### config.mk
export PLATFORM = sky130hd
export DESIGN_NAME = imu_window_gesture_vote_top
export DESIGN_NICKNAME = d
export VERILOG_FILES = /design/src/hw/rtl/iwgv_pkg.sv /design/src/hw/rtl/iwgv_front.sv /design/src/hw/rtl/iwgv_queue.sv /design/src/hw/rtl/iwgv_back.sv /design/src/hw/rtl/imu_window_gesture_vote_top.sv
export SDC_FILE = /design/constraint.sdc
export NUM_CORES = 1
export LEC_CHECK = 0
export BUFFER_PORTS_ARGS = -buffer_cell sky130_fd_sc_hd__buf_4
export CAP_MARGIN = 15
export CORE_UTILIZATION = 57
export CTS_CLUSTER_SIZE = 16
export DETAILED_ROUTE_END_ITERATION = 8
export GPL_TIMING_DRIVEN = 0
export PLACE_DENSITY = 0.78
export REMOVE_ABC_BUFFERS = 1
export SYNTH_ARGS = -nofsm -noshare
export SYNTH_HDL_FRONTEND = slang
export SYNTH_SLANG_ARGS = --single-unit
### constraint.sdc
create_clock -name aclk -period 7.1 [get_ports aclk]
set_input_delay 0.355 -clock aclk [delete_from_list [all_inputs] [get_ports aclk]]
set_output_delay 0.355 -clock aclk [all_outputs]
set_load 0.005 [all_outputs]
### src/hw/rtl/iwgv_pkg.sv
`timescale 1ns / 1ps
// ----------------------------------------------------------------------------
// iwgv_pkg
// Shared types and constants for the IMU window gesture vote block.
// ----------------------------------------------------------------------------
package iwgv_pkg;

    localparam logic [7:0] HDR_BYTE = 8'hAA;

    // Truncating divide by 100 for |yaw| <= 32768: (x * 5243) >> 19.
    localparam int          RECIP_SHIFT = 19;
    localparam logic [12:0] RECIP_100   = 13'd5243;
    localparam int          DEG_MAG_W   = 9;     // |yaw| / 100 <= 327

    // Configuration port
    localparam int              CFG_ADDR_W    = 8;
    localparam int              CFG_DATA_W    = 16;
    localparam logic [CFG_ADDR_W-1:0] CFG_PITCH_UP   = 8'd0;
    localparam logic [CFG_ADDR_W-1:0] CFG_PITCH_DOWN = 8'd1;
    localparam logic [CFG_ADDR_W-1:0] CFG_YAW_RIGHT  = 8'd2;
    localparam logic [CFG_ADDR_W-1:0] CFG_YAW_LEFT   = 8'd3;

    localparam logic [14:0] PITCH_UP_RST   = 15'd2900;
    localparam logic [14:0] PITCH_DOWN_RST = 15'd3000;
    localparam logic [15:0] YAW_RIGHT_RST  = 16'd2000;
    localparam logic [15:0] YAW_LEFT_RST   = 16'd2500;

    // Vote queue between front and back
    localparam int QUEUE_DEPTH = 4;
    localparam int QUEUE_PTR_W = 2;
    localparam int QUEUE_CNT_W = 3;

    typedef enum logic [1:0] {
        GEST_DOWN  = 2'd0,
        GEST_UP    = 2'd1,
        GEST_LEFT  = 2'd2,
        GEST_RIGHT = 2'd3
    } gesture_t;

    // One classified sample: which thresholds it crossed
    typedef struct packed {
        logic up;
        logic down;
        logic left;
        logic right;
    } votes_t;

endpackage

### src/hw/rtl/iwgv_front.sv
`timescale 1ns / 1ps
// ----------------------------------------------------------------------------
// iwgv_front
// Accepts frames, drops bad headers, latches the yaw offset from the first
// good frame and classifies each good frame into threshold votes.
// ----------------------------------------------------------------------------
module iwgv_front
    import iwgv_pkg::*;
(
    input  logic                  aclk,
    input  logic                  aresetn,
    input  logic                  cfg_we,
    input  logic [CFG_ADDR_W-1:0] cfg_addr,
    input  logic [CFG_DATA_W-1:0] cfg_wdata,
    input  logic                  s_tvalid,
    output logic                  s_tready,
    input  logic [47:0]           s_tdata,
    output logic                  push,
    output votes_t                push_votes,
    input  logic                  queue_full
);

    logic [14:0] pitch_up_thr_reg;
    logic [14:0] pitch_down_thr_reg;
    logic [15:0] yaw_right_thr_reg;
    logic [15:0] yaw_left_thr_reg;

    logic               stg_valid_reg, stg_valid_next;
    logic signed [15:0] stg_yaw_reg;
    logic signed [15:0] stg_pitch_reg;
    logic signed [9:0]  stg_deg_reg;
    logic signed [15:0] off100_reg, off100_next;
    logic               first_pending_reg, first_pending_next;

    logic               accept;
    logic               hdr_ok;
    logic signed [15:0] yaw_in;
    logic [16:0]        yaw_ext;
    logic [16:0]        yaw_mag;
    logic [29:0]        yaw_prod;
    logic [9:0]         deg_mag;
    logic signed [9:0]  deg_in;
    logic signed [15:0] deg16;
    logic signed [15:0] deg100;
    logic signed [17:0] rel_yaw;
    logic signed [16:0] pitch17;

    // ---------------- configuration ----------------
    always_ff @(posedge aclk) begin
        if (!aresetn) begin
            pitch_up_thr_reg   <= PITCH_UP_RST;
            pitch_down_thr_reg <= PITCH_DOWN_RST;
            yaw_right_thr_reg  <= YAW_RIGHT_RST;
            yaw_left_thr_reg   <= YAW_LEFT_RST;
        end else if (cfg_we) begin
            case (cfg_addr)
                CFG_PITCH_UP:   pitch_up_thr_reg   <= cfg_wdata[14:0];
                CFG_PITCH_DOWN: pitch_down_thr_reg <= cfg_wdata[14:0];
                CFG_YAW_RIGHT:  yaw_right_thr_reg  <= cfg_wdata;
                CFG_YAW_LEFT:   yaw_left_thr_reg   <= cfg_wdata;
                default: ;
            endcase
        end
    end

    // ---------------- input decode ----------------
    assign hdr_ok = (s_tdata[7:0] == HDR_BYTE) && (s_tdata[15:8] == HDR_BYTE);
    assign yaw_in = $signed(s_tdata[31:16]);

    // whole degrees, truncated toward zero
    assign yaw_ext  = {yaw_in[15], yaw_in};
    assign yaw_mag  = yaw_in[15] ? (~yaw_ext + 17'd1) : yaw_ext;
    assign yaw_prod = 30'(yaw_mag) * 30'(RECIP_100);
    assign deg_mag  = {1'b0, yaw_prod[RECIP_SHIFT +: DEG_MAG_W]};
    assign deg_in   = yaw_in[15] ? $signed(10'd0 - deg_mag) : $signed(deg_mag);

    assign s_tready = !stg_valid_reg || !queue_full;
    assign accept   = s_tvalid && s_tready;
    assign push     = stg_valid_reg && !queue_full;

    // ---------------- classify ----------------
    assign deg16  = {{6{stg_deg_reg[9]}}, stg_deg_reg};
    assign deg100 = (deg16 <<< 6) + (deg16 <<< 5) + (deg16 <<< 2);

    assign rel_yaw = {{2{stg_yaw_reg[15]}}, stg_yaw_reg}
                   - {{2{off100_reg[15]}}, off100_reg};
    assign pitch17 = {stg_pitch_reg[15], stg_pitch_reg};

    always_comb begin
        push_votes.up    = pitch17 < $signed(17'd0 - {2'b00, pitch_up_thr_reg});
        push_votes.down  = pitch17 > $signed({2'b00, pitch_down_thr_reg});
        push_votes.right = rel_yaw > $signed({2'b00, yaw_right_thr_reg});
        push_votes.left  = rel_yaw < $signed(18'd0 - {2'b00, yaw_left_thr_reg});
    end

    always_comb begin
        stg_valid_next     = stg_valid_reg;
        off100_next        = off100_reg;
        first_pending_next = first_pending_reg;
        if (accept) begin
            stg_valid_next = hdr_ok;
        end else if (push) begin
            stg_valid_next = 1'b0;
        end
        // the first good frame sees a zero offset, then sets it
        if (push && first_pending_reg) begin
            off100_next        = deg100;
            first_pending_next = 1'b0;
        end
    end

    always_ff @(posedge aclk) begin
        if (!aresetn) begin
            stg_valid_reg     <= 1'b0;
            off100_reg        <= '0;
            first_pending_reg <= 1'b1;
        end else begin
            stg_valid_reg     <= stg_valid_next;
            off100_reg        <= off100_next;
            first_pending_reg <= first_pending_next;
        end
    end

    always_ff @(posedge aclk) begin
        if (accept) begin
            stg_yaw_reg   <= yaw_in;
            stg_pitch_reg <= $signed(s_tdata[47:32]);
            stg_deg_reg   <= deg_in;
        end
    end

endmodule

### src/hw/rtl/iwgv_queue.sv
`timescale 1ns / 1ps
// ----------------------------------------------------------------------------
// iwgv_queue
// Short FIFO of classified votes between the front and back parts.
// ----------------------------------------------------------------------------
module iwgv_queue
    import iwgv_pkg::*;
(
    input  logic   aclk,
    input  logic   aresetn,
    input  logic   push,
    input  votes_t push_votes,
    output logic   full,
    input  logic   pop,
    output logic   not_empty,
    output votes_t pop_votes
);

    votes_t                 mem_reg [QUEUE_DEPTH];
    logic [QUEUE_PTR_W-1:0] wr_ptr_reg, rd_ptr_reg;
    logic [QUEUE_CNT_W-1:0] cnt_reg, cnt_next;

    assign full      = (cnt_reg == QUEUE_CNT_W'(QUEUE_DEPTH));
    assign not_empty = (cnt_reg != '0);
    assign pop_votes = mem_reg[rd_ptr_reg];

    always_comb begin
        cnt_next = cnt_reg;
        if (push && !pop) begin
            cnt_next = cnt_reg + QUEUE_CNT_W'(1);
        end else if (pop && !push) begin
            cnt_next = cnt_reg - QUEUE_CNT_W'(1);
        end
    end

    always_ff @(posedge aclk) begin
        if (!aresetn) begin
            wr_ptr_reg <= '0;
            rd_ptr_reg <= '0;
            cnt_reg    <= '0;
        end else begin
            cnt_reg <= cnt_next;
            if (push) begin
                wr_ptr_reg <= wr_ptr_reg + QUEUE_PTR_W'(1);
            end
            if (pop) begin
                rd_ptr_reg <= rd_ptr_reg + QUEUE_PTR_W'(1);
            end
        end
    end

    always_ff @(posedge aclk) begin
        if (push) begin
            mem_reg[wr_ptr_reg] <= push_votes;
        end
    end

    a_cnt_bound: assert property (@(posedge aclk) disable iff (!aresetn)
        cnt_reg <= QUEUE_CNT_W'(QUEUE_DEPTH))
        else $error("vote queue count overflow");

    a_no_pop_empty: assert property (@(posedge aclk) disable iff (!aresetn)
        pop |-> not_empty)
        else $error("vote queue popped while empty");

    a_no_push_full: assert property (@(posedge aclk) disable iff (!aresetn)
        (push && full) |-> pop)
        else $error("vote queue pushed while full");

endmodule

### src/hw/rtl/iwgv_back.sv
`timescale 1ns / 1ps
// ----------------------------------------------------------------------------
// iwgv_back
// Counts votes over a window, evaluates on the frame after a full window
// and holds the resulting gesture in the output register.
// ----------------------------------------------------------------------------
module iwgv_back
    import iwgv_pkg::*;
#(
    parameter int WINDOW_SAMPLES = 20
) (
    input  logic     aclk,
    input  logic     aresetn,
    input  logic     q_valid,
    input  votes_t   q_votes,
    output logic     pop,
    output logic     m_tvalid,
    input  logic     m_tready,
    output gesture_t m_gesture
);

    localparam int CNT_W = $clog2(WINDOW_SAMPLES + 1);
    localparam int HALF  = WINDOW_SAMPLES / 2;

    typedef enum logic [1:0] {
        PREV_NONE,
        PREV_DOWN,
        PREV_UP
    } prev_t;

    logic [CNT_W-1:0] cnt_reg, cnt_next;
    logic [CNT_W-1:0] up_reg, up_next;
    logic [CNT_W-1:0] down_reg, down_next;
    logic [CNT_W-1:0] left_reg, left_next;
    logic [CNT_W-1:0] right_reg, right_next;
    prev_t            prev_reg, prev_next, prev_eval;
    logic             out_valid_reg, out_valid_next;
    gesture_t         gest_reg, gest_next, gest_eval;
    logic             emit;
    logic             window_full;

    assign pop         = q_valid && (!out_valid_reg || m_tready);
    assign window_full = (cnt_reg == CNT_W'(WINDOW_SAMPLES));
    assign m_tvalid    = out_valid_reg;
    assign m_gesture   = gest_reg;

    // priority: down, up, left, right; down/up do not repeat
    always_comb begin
        emit      = 1'b0;
        gest_eval = GEST_DOWN;
        prev_eval = PREV_NONE;
        if (down_reg >= CNT_W'(HALF)) begin
            emit      = (prev_reg != PREV_DOWN);
            gest_eval = GEST_DOWN;
            prev_eval = PREV_DOWN;
        end else if (up_reg >= CNT_W'(HALF)) begin
            emit      = (prev_reg != PREV_UP);
            gest_eval = GEST_UP;
            prev_eval = PREV_UP;
        end else if (left_reg >= CNT_W'(HALF)) begin
            emit      = 1'b1;
            gest_eval = GEST_LEFT;
        end else if (right_reg >= CNT_W'(HALF)) begin
            emit      = 1'b1;
            gest_eval = GEST_RIGHT;
        end
    end

    always_comb begin
        cnt_next       = cnt_reg;
        up_next        = up_reg;
        down_next      = down_reg;
        left_next      = left_reg;
        right_next     = right_reg;
        prev_next      = prev_reg;
        out_valid_next = out_valid_reg && !m_tready;
        gest_next      = gest_reg;
        if (pop) begin
            if (window_full) begin
                // this item only triggers evaluation; its sample is dropped
                cnt_next   = '0;
                up_next    = '0;
                down_next  = '0;
                left_next  = '0;
                right_next = '0;
                prev_next  = prev_eval;
                if (emit) begin
                    out_valid_next = 1'b1;
                    gest_next      = gest_eval;
                end
            end else begin
                cnt_next   = cnt_reg + CNT_W'(1);
                up_next    = up_reg + CNT_W'(q_votes.up);
                down_next  = down_reg + CNT_W'(q_votes.down);
                left_next  = left_reg + CNT_W'(q_votes.left);
                right_next = right_reg + CNT_W'(q_votes.right);
            end
        end
    end

    always_ff @(posedge aclk) begin
        if (!aresetn) begin
            cnt_reg       <= '0;
            up_reg        <= '0;
            down_reg      <= '0;
            left_reg      <= '0;
            right_reg     <= '0;
            prev_reg      <= PREV_NONE;
            out_valid_reg <= 1'b0;
        end else begin
            cnt_reg       <= cnt_next;
            up_reg        <= up_next;
            down_reg      <= down_next;
            left_reg      <= left_next;
            right_reg     <= right_next;
            prev_reg      <= prev_next;
            out_valid_reg <= out_valid_next;
        end
    end

    always_ff @(posedge aclk) begin
        gest_reg <= gest_next;
    end

    a_cnt_bound: assert property (@(posedge aclk) disable iff (!aresetn)
        cnt_reg <= CNT_W'(WINDOW_SAMPLES))
        else $error("sample count beyond window");

    a_votes_bound: assert property (@(posedge aclk) disable iff (!aresetn)
        up_reg <= cnt_reg && down_reg <= cnt_reg &&
        left_reg <= cnt_reg && right_reg <= cnt_reg)
        else $error("vote count exceeds sample count");

    a_clear_after_eval: assert property (@(posedge aclk) disable iff (!aresetn)
        (pop && window_full) |=> (cnt_reg == '0 && up_reg == '0 && down_reg == '0))
        else $error("counters not cleared after evaluation");

    a_no_emit_below_window: assert property (@(posedge aclk) disable iff (!aresetn)
        (!out_valid_reg || m_tready) && !(pop && window_full) |=> !out_valid_reg)
        else $error("gesture emitted without evaluation");

endmodule

### src/hw/rtl/imu_window_gesture_vote_top.sv
`timescale 1ns / 1ps
// ----------------------------------------------------------------------------
// imu_window_gesture_vote_top
// IMU frame gesture detector: windowed threshold votes on yaw and pitch.
// ----------------------------------------------------------------------------
// Usage:
//   s_ channel takes one IMU frame per item (header, yaw, pitch bytes).
//   Frames without the AA AA header are dropped in the front stage.
//   m_ channel carries one gesture code per item when a window ends with
//   a decision (0 down, 1 up, 2 left, 3 right).
//   cfg_we/cfg_addr/cfg_wdata write the four thresholds; write only while
//   no frame is in flight.
// Timing:
//   One frame per cycle sustained while no held result stalls the vote
//   counter. A frame is registered in the classify stage, then passes the
//   four-entry vote queue; the gesture it triggers is registered onto m_tvalid.
// Reset (aresetn low, synchronous): thresholds to defaults, counters and
//   queue cleared, yaw offset waits for the next good frame.
// Stall: a held result stalls the vote counter; the queue absorbs four
//   frames and the classify stage one more, then s_tready drops.
// ----------------------------------------------------------------------------
module imu_window_gesture_vote_top
    import iwgv_pkg::*;
#(
    parameter int WINDOW_SAMPLES = 20
) (
    input  logic                  aclk,
    input  logic                  aresetn,
    input  logic                  cfg_we,
    input  logic [CFG_ADDR_W-1:0] cfg_addr,
    input  logic [CFG_DATA_W-1:0] cfg_wdata,
    input  logic                  s_tvalid,
    output logic                  s_tready,
    // header_first, header_second, yaw_low, yaw_high, pitch_low, pitch_high
    input  logic [47:0]           s_tdata,
    output logic                  m_tvalid,
    input  logic                  m_tready,
    // gesture [1:0], zero fill [7:2]
    output logic [7:0]            m_tdata
);

    logic     push;
    votes_t   push_votes;
    logic     queue_full;
    logic     pop;
    logic     q_valid;
    votes_t   q_votes;
    gesture_t gesture;

    iwgv_front u_front (
        .aclk       (aclk),
        .aresetn    (aresetn),
        .cfg_we     (cfg_we),
        .cfg_addr   (cfg_addr),
        .cfg_wdata  (cfg_wdata),
        .s_tvalid   (s_tvalid),
        .s_tready   (s_tready),
        .s_tdata    (s_tdata),
        .push       (push),
        .push_votes (push_votes),
        .queue_full (queue_full)
    );

    iwgv_queue u_queue (
        .aclk       (aclk),
        .aresetn    (aresetn),
        .push       (push),
        .push_votes (push_votes),
        .full       (queue_full),
        .pop        (pop),
        .not_empty  (q_valid),
        .pop_votes  (q_votes)
    );

    iwgv_back #(
        .WINDOW_SAMPLES (WINDOW_SAMPLES)
    ) u_back (
        .aclk      (aclk),
        .aresetn   (aresetn),
        .q_valid   (q_valid),
        .q_votes   (q_votes),
        .pop       (pop),
        .m_tvalid  (m_tvalid),
        .m_tready  (m_tready),
        .m_gesture (gesture)
    );

    assign m_tdata = {6'b0, gesture};

endmodule
==> impl_metrics.env <==
export IMPL_outcome="finished clean"
export IMPL_cp_slowest_cell="or4_4"
export IMPL_slew_viol_final=0
export IMPL_dpl_cell_count=1834
export IMPL_powerDensity_mw_per_mm2=453
export IMPL_arrival_ps=7160
export IMPL_clkLatencyLatePin_ps=430
export IMPL_setup_tns_final_ps=0
export IMPL_critPathMaxStageDelay_ps=540
export IMPL_synth_seq_cells=175
export IMPL_crit_buf_inv=7
export IMPL_vias_per_cell=5.41
export IMPL_synth_xor_area_frac=0.0637
export IMPL_fp_dieW_um=159
export IMPL_drtIter0Drc=530
export IMPL_h_tree_depth=4
export IMPL_clockBufferDepth=2
export IMPL_drtPass1Iterations=4
export IMPL_ios=87
export IMPL_layout_setup_ws_ps=109
export IMPL_syn_area_mm2=0.0141
export IMPL_grt_pass1_vias=10285
export IMPL_placed_cell_area_mm2=0.0151
export IMPL_period_share=0.985
export IMPL_drc_errors=0
export IMPL_grt_max_degree=92
export IMPL_ys_flop_type="dfxtp_1"
export IMPL_final_cells=1886
export IMPL_synthDistinctLibCells=76
export IMPL_cts_sinks=175
export IMPL_syn_avg_cell_area_um2=9.75
export IMPL_hold_class="primary input to flop"
export IMPL_hold_viol=0
export IMPL_num_vias=10195
export IMPL_hpwl_um=22700
export IMPL_layout_drive_gt1_share=0.118
export IMPL_layout_common_cells="228 x inv_1, 206 x ha_1, 115 x dfxtp_1"
export IMPL_fmax_ghz=0.143
export IMPL_ys_async_sr_fraction=0
export IMPL_wl_um=29100
export IMPL_die_area_mm2=0.0254
export IMPL_cts_buffers=17
export IMPL_period_minus_slack_ps=6990
export IMPL_synth_warning_count=0
export IMPL_initial_core_util=0.581
export IMPL_grt_overflow=0
export IMPL_hold_buffers=0
export IMPL_irDropWorstVdd_uv=861
export IMPL_cap_violations=0
export IMPL_muxShareOfSynthArea=0.0425
export IMPL_setup_viol=0
export IMPL_dieHeight_um=159
export IMPL_fin_worst_skew_ps=7.16
export IMPL_criticalPathCategory="primary input to flop"
export IMPL_yosysSeqAreaShare=0.290
export IMPL_start_kind="primary input"
export IMPL_wl_per_cell_um=15.4
export IMPL_dp_worst_setup_slack_ps=-875
export IMPL_crit_family="adder cells"
export IMPL_crit_top_cell="inv_1"
export IMPL_synth_adder_area_share=0.305
export IMPL_p_total_mw=7.23
export IMPL_synth_top_family_by_area="adder cells"
export IMPL_end_kind="flop"
export IMPL_p_leak_nw=7.42
export IMPL_antenna_found_initial=1
export IMPL_final_common_cell="inv_1"
export IMPL_synth_edf_count=60
export IMPL_cts_root_buf="clkbuf_16"
export IMPL_nets=1918
export IMPL_place_congestion=0.893
export IMPL_synth_simple_area_share=0.126
export IMPL_final_antenna_net_count=0
export IMPL_cts_tree="done"
export IMPL_clkTransAtPathRegs_ps=70
export IMPL_fin_area_mm2=0.0160
export IMPL_critical_path_required_ps=7270
export IMPL_core_mm2=0.0243
export IMPL_syn2layout_area_growth_pct=12.9
export IMPL_synth_compound_gate_area_share=0.0986
export IMPL_grt_first_pass_wirelength_um=48100
export IMPL_track_usage=0.235
export IMPL_maxSlewHeadroom=0.229
export IMPL_cp_max_fo=10
export IMPL_rows=57
export IMPL_numPortBuffers=80
export IMPL_tightest_slew_ps=1150
export IMPL_fillers=1874
export IMPL_syn_inst=1449
[cells by family (layout without fill, tap and decap cells)]
logic type / after synthesis / in the layout
xor gates and xnor gates: 98 / 98
muxes: 55 / 55
other: 2 / 14
adders and majority gates: 293 / 293
AOI/OAI and AO/OA: 202 / 202
and+or+nand+nor: 356 / 356
DFF: 175 / 175
buffers and inverters: 268 / 369
[final cells by class]
cell class	instances	area [µm²]	area share
clock buffers	17	425	0.0267
inverters	233	878	0.0551
clock inverters	15	133	0.00831
diodes	1	2.50	0.000157
well taps	324	405	0.0254
repair buffers	104	822	0.0515
multi-input cells	1017	9180	0.576
flip-flops and latches	175	4100	0.257
[cells in the mapped netlist (all sizes together) (40+ instances only)]
cell,number,area (µm²)
edfxtp,60,1800
inv,233,875
a21oi,48,244
nand2,115,434
fa,85,1700
xor2,50,472
nor2b,40,250
ha,208,2600
xnor2,48,428
mux2i,51,510
dfxtp,115,2300
nor2,67,251
[layer usage]
layer  up-vias  routed length (µm)  share of wire  track usage
li1       5058                   -              -            -
met1      4880               12400           0.43        0.281
met2       203               14900           0.51        0.420
met3        54                 979          0.034       0.0367
met4         0                 813          0.028       0.0957
met5         -                   0              0            0
[what timing repair did]
action | CTS | global route
resized for setup | 10 | 14
setup endpoints to repair | 7 | 5
buffers inserted | 2 | 17
pin swaps | 2 | 9
[metrics by stage]
stage	util	hold WS [ps]
finish	0.656	100
global route	0.656	81.1
CTS	0.647	79.4
detailed placement	0.621	457
global placement	0.617	446
floorplan	-	417
[where the power goes]
group,total (mW),internal [mW],switching (mW)
registers,1.29,1.20,0.0848
clock network,0.898,0.488,0.410
logic,5.04,2.20,2.84
total,7.23,3.90,3.33
[path summary, 6_finish.rpt]
| kind | startpoint | end | slack (ps) | cells past startpoint |
|---|---|---|---|---|
| max | s_tdata[21] | u_front.stg_deg_reg[6]$_DFFE_PP_ | 110 | 27 |
| min | s_tdata[37] | u_front.stg_pitch_reg[5]$_DFFE_PP_ | 100 | 1 |
| max reg2reg | u_front.pitch_up_thr_reg[2]$_SDFFE_PN1P_ | u_queue.mem_reg[2][3]$_DFFE_PP_ | 3150 | 11 |
| min reg2reg | u_front.off100_reg[10]$_SDFFE_PN0P_ | u_front.off100_reg[10]$_SDFFE_PN0P_ | 460 | 2 |
(Power assumes the default switching activity.)
